[config.mk]
export PLATFORM = sky130hd
export DESIGN_NAME = query_match_scorer
export DESIGN_NICKNAME = d
export VERILOG_FILES = /design/src/qms_pkg.sv /design/src/qms_cfg_regs.sv /design/src/qms_core.sv /design/src/query_match_scorer.sv
export SDC_FILE = /design/constraint.sdc
export NUM_CORES = 1
export LEC_CHECK = 0
export BUFFER_PORTS_ARGS = -buffer_cell sky130_fd_sc_hd__buf_2
export CAP_MARGIN = 20
export CORE_MARGIN = 3
export CORE_UTILIZATION = 39
export DETAILED_ROUTE_END_ITERATION = 10
export PLACE_DENSITY = 0.6
export SLEW_MARGIN = 20
export SYNTH_ARGS = -nofsm -noshare
export SYNTH_HDL_FRONTEND = slang
export SYNTH_SLANG_ARGS = --single-unit
[constraint.sdc]
create_clock -name clk -period 10.71 [get_ports clk]
set_clock_uncertainty 0.1 [all_clocks]
set_input_delay 1.6065 -clock clk [delete_from_list [all_inputs] [get_ports clk]]
set_output_delay 1.6065 -clock clk [all_outputs]
set_load 0.02 [all_outputs]
[src/qms_pkg.sv]
// Shared types and constants for the query match scorer.
// Holds query geometry, stream word types, register indexes and class codes.
// No dependencies; every other file in the block imports this package.
package qms_pkg;

  localparam int QUERY_MAX      = 32;
  localparam int QIDX_W         = $clog2(QUERY_MAX);
  localparam int LEN_W          = $clog2(QUERY_MAX + 1);
  localparam int CFG_DATA_W     = 64;
  localparam int CFG_IDX_W      = 3;
  localparam int BYTES_PER_WORD = CFG_DATA_W / 8;
  localparam int NUM_WORDS      = QUERY_MAX / BYTES_PER_WORD;
  localparam int IN_TDATA_W     = 16;
  localparam int IN_TUSER_W     = 2;
  localparam int OUT_TDATA_W    = 8;
  localparam int CLASS_W        = 3;

  // Configuration register indexes.
  localparam logic [CFG_IDX_W-1:0] CFG_QUERY_LENGTH = 3'd0;
  localparam logic [CFG_IDX_W-1:0] CFG_QUERY_A      = 3'd1;
  localparam logic [CFG_IDX_W-1:0] CFG_QUERY_B      = 3'd2;
  localparam logic [CFG_IDX_W-1:0] CFG_QUERY_C      = 3'd3;
  localparam logic [CFG_IDX_W-1:0] CFG_QUERY_D      = 3'd4;

  typedef logic [7:0] byte_t;

  typedef enum logic [1:0] {
    KIND_TITLE  = 2'd0,
    KIND_ID     = 2'd1,
    KIND_BLOB   = 2'd2,
    KIND_UNUSED = 2'd3
  } kind_t;

  typedef enum logic [CLASS_W-1:0] {
    CLS_PREFIX      = 3'd0,
    CLS_TITLE       = 3'd1,
    CLS_ID          = 3'd2,
    CLS_BLOB        = 3'd3,
    CLS_SUBSEQUENCE = 3'd4,
    CLS_NONE        = 3'd5
  } match_class_t;

  // One byte of a candidate string as it enters the scorer.
  typedef struct packed {
    kind_t kind;
    byte_t char_byte;
    logic  has_char;
    logic  end_of_string;
  } item_t;

  // Query as seen by the scoring logic: saturated length and the bytes.
  typedef struct packed {
    logic [LEN_W-1:0]                eff_len;
    logic [QUERY_MAX-1:0][7:0]       qbytes;
  } query_t;

endpackage

[src/qms_cfg_regs.sv]
// Query configuration registers of the query match scorer.
// Depends on qms_pkg; presents the saturated length and query bytes to the core.
module qms_cfg_regs
  import qms_pkg::*;
(
  input  logic                  clk,
  input  logic                  rst_n,
  input  logic                  cfg_wen,
  input  logic [CFG_IDX_W-1:0]  cfg_index,
  input  logic [CFG_DATA_W-1:0] cfg_wdata,
  output query_t                query
);

  logic [LEN_W-1:0]      len_r;
  logic [CFG_DATA_W-1:0] words_r [NUM_WORDS];

  always_ff @(posedge clk) begin
    if (!rst_n) begin
      len_r <= '0;
      for (int w = 0; w < NUM_WORDS; w++) begin
        words_r[w] <= '0;
      end
    end else if (cfg_wen) begin
      unique case (cfg_index)
        CFG_QUERY_LENGTH: len_r      <= cfg_wdata[LEN_W-1:0];
        CFG_QUERY_A:      words_r[0] <= cfg_wdata;
        CFG_QUERY_B:      words_r[1] <= cfg_wdata;
        CFG_QUERY_C:      words_r[2] <= cfg_wdata;
        CFG_QUERY_D:      words_r[3] <= cfg_wdata;
        default:          ;
      endcase
    end
  end

  // Lengths beyond the query storage saturate to the full query.
  always_comb begin
    query.eff_len = (len_r > LEN_W'(QUERY_MAX)) ? LEN_W'(QUERY_MAX) : len_r;
    for (int w = 0; w < NUM_WORDS; w++) begin
      for (int b = 0; b < BYTES_PER_WORD; b++) begin
        query.qbytes[w*BYTES_PER_WORD + b] = words_r[w][b*8 +: 8];
      end
    end
  end

endmodule

[src/qms_core.sv]
// Candidate scoring state of the query match scorer: shift-and vector,
// title prefix check, hit flags and blob subsequence pointer. Depends on qms_pkg.
module qms_core
  import qms_pkg::*;
(
  input  logic         clk,
  input  logic         rst_n,
  input  logic         step,
  input  item_t        item,
  input  query_t       query,
  output logic         emit,
  output match_class_t match_class
);

  logic [QUERY_MAX-1:0] mv_r, mv_nxt;
  logic [LEN_W-1:0]     pc_r, pc_nxt;
  logic                 broken_r, broken_nxt;
  logic [2:0]           hit_r, hit_nxt;
  logic [LEN_W-1:0]     sc_r, sc_nxt;

  logic [QUERY_MAX-1:0] byte_match;
  logic [QUERY_MAX-1:0] mv_shift;
  logic [QIDX_W-1:0]    top_idx;
  logic                 active;
  logic                 len_nz;

  always_comb begin
    for (int i = 0; i < QUERY_MAX; i++) begin
      byte_match[i] = (query.qbytes[i] == item.char_byte) &&
                      (LEN_W'(i) < query.eff_len);
    end

    active   = step && (item.kind != KIND_UNUSED);
    len_nz   = (query.eff_len != '0);
    mv_shift = {mv_r[QUERY_MAX-2:0], 1'b1} & byte_match;
    top_idx  = QIDX_W'(query.eff_len - LEN_W'(1));

    mv_nxt     = mv_r;
    pc_nxt     = pc_r;
    broken_nxt = broken_r;
    hit_nxt    = hit_r;
    sc_nxt     = sc_r;

    if (active && item.has_char && len_nz) begin
      mv_nxt = mv_shift;
      if (mv_shift[top_idx]) begin
        hit_nxt[2'(item.kind)] = 1'b1;
      end
      if (item.kind == KIND_TITLE && !broken_r && pc_r < query.eff_len) begin
        if (query.qbytes[pc_r[QIDX_W-1:0]] == item.char_byte) begin
          pc_nxt = pc_r + LEN_W'(1);
        end else begin
          broken_nxt = 1'b1;
        end
      end
      if (item.kind == KIND_BLOB && sc_r < query.eff_len &&
          query.qbytes[sc_r[QIDX_W-1:0]] == item.char_byte) begin
        sc_nxt = sc_r + LEN_W'(1);
      end
    end

    if (active && item.end_of_string) begin
      mv_nxt = '0;
    end

    emit = active && item.end_of_string && (item.kind == KIND_BLOB);

    priority if (!len_nz || (!broken_nxt && pc_nxt == query.eff_len)) begin
      match_class = CLS_PREFIX;
    end else if (hit_nxt[0]) begin
      match_class = CLS_TITLE;
    end else if (hit_nxt[1]) begin
      match_class = CLS_ID;
    end else if (hit_nxt[2]) begin
      match_class = CLS_BLOB;
    end else if (sc_nxt == query.eff_len) begin
      match_class = CLS_SUBSEQUENCE;
    end else begin
      match_class = CLS_NONE;
    end

    // The blob's last word closes the candidate.
    if (emit) begin
      pc_nxt     = '0;
      broken_nxt = 1'b0;
      hit_nxt    = '0;
      sc_nxt     = '0;
    end
  end

  always_ff @(posedge clk) begin
    if (!rst_n) begin
      mv_r     <= '0;
      pc_r     <= '0;
      broken_r <= 1'b0;
      hit_r    <= '0;
      sc_r     <= '0;
    end else begin
      mv_r     <= mv_nxt;
      pc_r     <= pc_nxt;
      broken_r <= broken_nxt;
      hit_r    <= hit_nxt;
      sc_r     <= sc_nxt;
    end
  end

  a_empty_query_prefix: assert property (@(posedge clk) disable iff (!rst_n)
    (emit && query.eff_len == '0) |-> (match_class == CLS_PREFIX))
    else $error("empty query did not score as prefix");

  a_clear_after_emit: assert property (@(posedge clk) disable iff (!rst_n)
    emit |=> (hit_r == '0 && sc_r == '0 && pc_r == '0 && !broken_r && mv_r == '0))
    else $error("candidate state not cleared after result");

  a_kind_unused_idle: assert property (@(posedge clk) disable iff (!rst_n)
    (step && item.kind == KIND_UNUSED) |=> ($stable(hit_r) && $stable(mv_r) &&
                                             $stable(sc_r) && $stable(pc_r)))
    else $error("unused kind changed candidate state");

endmodule

[src/query_match_scorer.sv]
// Top level of the query match scorer: stream ports, input register, result register.
// Depends on qms_pkg, qms_cfg_regs and qms_core.
//
// Usage: the query is loaded through the cfg_ write port (index 0 length,
// indexes 1 to 4 the query bytes, eight to a register) while the block is idle.
// A candidate then streams in on the in_ channel, one byte per word: tuser
// selects title, id or keyword blob, tdata carries the byte and its valid flag,
// and tlast marks the last word of each string. Words of the unused kind are
// dropped. After the blob's last word one result word leaves on the out_
// channel carrying the match class, and the candidate state clears.
// Throughput is one word per cycle unless a result waits behind a held one:
// a word is captured in the input register, then the scoring state and the
// result register update from it, so out_tvalid is registered. The shift-and
// vector and counters update once per word, which sets that rate.
// When the receiver stalls, the result register holds; words that produce no
// result keep flowing, and only a second result waiting behind a held one
// stops in_tready. Reset (synchronous, active low) clears the query registers
// and all candidate state; the block takes words in the cycle after reset.
module query_match_scorer
  import qms_pkg::*;
(
  input  logic                   clk,
  input  logic                   rst_n,
  // Configuration write port
  input  logic                   cfg_wen,
  input  logic [CFG_IDX_W-1:0]   cfg_index,
  input  logic [CFG_DATA_W-1:0]  cfg_wdata,
  // Input stream
  input  logic                   in_tvalid,
  output logic                   in_tready,
  input  logic [IN_TDATA_W-1:0]  in_tdata,   // [7:0] char_byte, [8] has_char, rest zero
  input  logic [IN_TUSER_W-1:0]  in_tuser,   // [1:0] kind
  input  logic                   in_tlast,
  // Result stream
  output logic                   out_tvalid,
  input  logic                   out_tready,
  output logic [OUT_TDATA_W-1:0] out_tdata   // [2:0] match_class, rest zero
);

  query_t       query;
  item_t        s1_item_r;
  logic         s1_valid_r;
  logic         out_valid_r;
  match_class_t out_class_r;

  logic         produce;
  logic         out_free;
  logic         s1_adv;
  logic         in_fire;
  logic         emit;
  match_class_t core_class;

  qms_cfg_regs u_cfg (
    .clk       (clk),
    .rst_n     (rst_n),
    .cfg_wen   (cfg_wen),
    .cfg_index (cfg_index),
    .cfg_wdata (cfg_wdata),
    .query     (query)
  );

  qms_core u_core (
    .clk         (clk),
    .rst_n       (rst_n),
    .step        (s1_adv),
    .item        (s1_item_r),
    .query       (query),
    .emit        (emit),
    .match_class (core_class)
  );

  // The registered word moves on unless it closes a candidate and the
  // result register is still occupied by an untaken result.
  assign produce   = s1_valid_r && s1_item_r.end_of_string && (s1_item_r.kind == KIND_BLOB);
  assign out_free  = !out_valid_r || out_tready;
  assign s1_adv    = s1_valid_r && (!produce || out_free);
  assign in_tready = !s1_valid_r || s1_adv;
  assign in_fire   = in_tvalid && in_tready;

  always_ff @(posedge clk) begin
    if (!rst_n) begin
      s1_valid_r <= 1'b0;
    end else if (in_fire) begin
      s1_valid_r <= 1'b1;
    end else if (s1_adv) begin
      s1_valid_r <= 1'b0;
    end
  end

  always_ff @(posedge clk) begin
    if (in_fire) begin
      s1_item_r.kind          <= kind_t'(in_tuser);
      s1_item_r.char_byte     <= in_tdata[7:0];
      s1_item_r.has_char      <= in_tdata[8];
      s1_item_r.end_of_string <= in_tlast;
    end
  end

  always_ff @(posedge clk) begin
    if (!rst_n) begin
      out_valid_r <= 1'b0;
    end else if (emit) begin
      out_valid_r <= 1'b1;
    end else if (out_tready) begin
      out_valid_r <= 1'b0;
    end
  end

  always_ff @(posedge clk) begin
    if (emit) begin
      out_class_r <= core_class;
    end
  end

  assign out_tvalid = out_valid_r;
  assign out_tdata  = {{(OUT_TDATA_W - CLASS_W){1'b0}}, out_class_r};

  a_stall_on_full: assert property (@(posedge clk) disable iff (!rst_n)
    (produce && out_valid_r && !out_tready) |-> (!in_tready && !emit))
    else $error("result would overwrite an untaken result");

  a_emit_only_on_blob_end: assert property (@(posedge clk) disable iff (!rst_n)
    emit |-> (s1_adv && produce))
    else $error("result raised without a closing blob word");

  a_emit_sets_valid: assert property (@(posedge clk) disable iff (!rst_n)
    emit |=> out_valid_r)
    else $error("result register not loaded");

endmodule

==> out/metrics.cfg <==
[synthesis]
yosys.area_share.xor_xnor = 0.119
netlist_area_um2 = 21200
synth-seq-cells = 326
avgSynthCellArea_um2 = 11.2
syn_inst = 1889
synth_cell_types = 88
synth_seq_area_share = 0.435
synth-simple-area-share = 0.177
synthMuxAreaShare = 0.146
synth_edf_count = 271
synth_top_family_by_area = simple AND/OR/NAND/NOR gates
ys_warn_count = 0
synthArstFlopShare = 0
synth_top_area_share = 0.383
synth_compound_area_frac = 0.0749
synthTopCellsByArea = edfxtp_1, and2_1, xnor2_1, mux4_2, mux2i_1
ys_top_cells_by_count = edfxtp_1, and2_1, xnor2_1
yosysMostFrequentCell = edfxtp_1
synth_ff_type = edfxtp_1
synth_top_cell_by_area = edfxtp_1
synth-adder-area-share = 0.00824

[floorplan]
std_cell_rows = 84
die_w_um = 239
initial_core_util = 0.400
core_area_um2 = 53200
io_pins = 101
dieArea_um2 = 57300
die_h_um = 239

[power_and_ir_drop]
power_leakage_nw = 7.81
power_density_nw_per_um2 = 145
total_power_mw = 3.41
vdd_ir_drop_max_mv = 0.123

[timing]
worst_pin_slew_ns = 1.12
hold_viol = 0
worst_slack_ns = 3.94
drv_slew = 0
fin_tns_setup_ns = 0
rsz0062_at_grt = no
setup_viol = 0
max_slew_margin = 0.249
fin_crit_sh = 0.632
timing.hold.ws_ns = 0.354
min_period_ns = 6.77
fmax_mhz = 148

[placement]
dp_hpwl_mm = 61.4
port_buffers = 88
place_ws_ns = 4.25
gp_congestion = 1.05
dpl_cell_area_um2 = 22100
dp_cells = 2558

[cts]
cts_tree = done
clkTransAtPathRegs_ns = 0.06
numCtsBuffers = 40
cts_htree_levels = 2
holdBufCountCts = 0
cts_sinks = 326
insertion_delay_ns = 0.58
cts_max_path_buffers = 3
cts_setup_buffers = 0
cts_resized = 0
root_buffer = clkbuf_16

[global_routing]
grt_max_degree = 65
track_usage = 0.290
grt-ovfl-total = 0
grt_first_pass_wirelength_mm = 117
antenna_found_initial = 4
grt_pass1_vias = 15800

[setup_path]
cp.arrival_ns = 6.97
path_buf_inv = 2
worst-path-max-fanout = 18
cp-start-kind = register
slowest_delay_ns = 0.84
crit_chain = nor2b_1 -> buf_4 -> clkinv_1 -> ha_1 -> nor3b_1 -> nand2_1 -> and3_1 -> nand4_1 -> nor4_1 -> and4_1 -> mux2i_1 -> xnor2_1 -> o31ai_1 -> a21oi_1
cp.required_ns = 10.91
crit_path_end_kind = register
cp_slowest_cell = nor4_1
critPathTopFamily = simple AND/OR/NAND/NOR gates
worstSetupPathType = register to register

[layout]
area_growth_pct = 10.6
drive_above_1_share = 0.156
fin_util = 0.442
fillerInstances = 4966
instances_no_fill = 2629
antenna_cells = 0
multi_input_area_um2 = 11200
design_area_um2 = 23500
fin_nets = 2017
regArea_um2 = 9250

[route]
drcViolationCount = 0
vias = 16300
viasPerCell = 6.20
drtAntennaViolNets = 0
wl_per_cell_um = 31.9
wirelength_mm = 83.8
drtIter0Drc = 2254
dr.pass1.iters = 6

[flow_run]
max-cap-violations = 0

[min_path]
min_path_type = register to register

[status]
status = complete, no violations

-- area by class of cell --
| type | instances | area share |
|---|---|---|
| multi-input cells | 1401 | 0.479 |
| flip-flops and latches | 326 | 0.394 |
| clock buffers | 47 | 0.0446 |
| well taps | 688 | 0.0366 |
| repair buffers | 126 | 0.0309 |
| clock inverters | 24 | 0.0129 |
| inverters | 17 | 0.00272 |
-- cell usage in the layout (no fill, tap or decap), drive strengths merged, types with 5 or more instances in the layout --
master  count
a211oi     12
a21oi      61
a221oi      5
a22o        7
a22oi      30
a31oi       7
and2      263
and3       12
buf       126
bufinv      5
clkbuf     47
clkinv     14
conb        5
dfxtp      55
edfxtp    271
ha         14
inv        20
mux2        9
mux2i     122
mux4       78
nand2      76
nand2b     11
nand3      47
nand4      47
nor2       72
nor2b      22
nor3       26
nor4       48
o211ai     12
o21ai      24
o22ai      11
or2         6
or3        13
xnor2     182
xor2      106
-- tightest hold or removal path, stage by stage, from the launching register on --
cell,delay [ns]
dfxtp_1,0.30
nand2_1,0.05
a21oi_1,0.05
-- power breakdown --
group          switching [mW]  leakage [nW]  internal (mW)
Sequential              0.102          3.07           1.45
Combinational           0.283          4.09          0.160
Clock                   0.583         0.656          0.832
-- path summary, 6_finish.rpt --
check / startpoint / end / slack (ns) / depth (start not counted)
worst max-delay path: u_cfg.len_r[0]$_SDFFE_PN0P_ / out_class_r[2]$_SDFFCE_PP0P_ / 3.94 / 14
worst min-delay path: u_core.mv_r[16]$_SDFFE_PP0N_ / u_core.mv_r[16]$_SDFFE_PP0N_ / 0.35 / 2
worst max register to register: u_cfg.len_r[0]$_SDFFE_PN0P_ / out_class_r[2]$_SDFFCE_PP0P_ / 3.94 / 14
worst min register to register: u_core.mv_r[16]$_SDFFE_PP0N_ / u_core.mv_r[16]$_SDFFE_PP0N_ / 0.35 / 2
-- metal layers --
metal,part of all wire,up-vias,GRT usage
met2,0.46,957,0.465
met5,0.00016,-,0
met1,0.39,8149,0.373
li1,-,6982,-
met3,0.089,214,0.0588
met4,0.060,2,0.147
-- sequential cells by signal (all words and copies together) (netlist names) --
register,cells
s1_valid_r,1
u_core.sc_r,6
u_core.pc_r,6
u_cfg.len_r,6
u_core.mv_r,31
out_tvalid,1
u_core.hit_r,3
u_cfg.words_r,256
s1_item_r,12
u_core.broken_r,1
out_class_r,3
-- kinds of logic after synthesis --
kind of cell	count (synthesis)
flops	326
buf+inv	166
simple gates	659
compound gates	226
xor+xnor	288
mux	209
other cells	1
fa+ha+maj	14
Power figures use the tool's default switching activity.
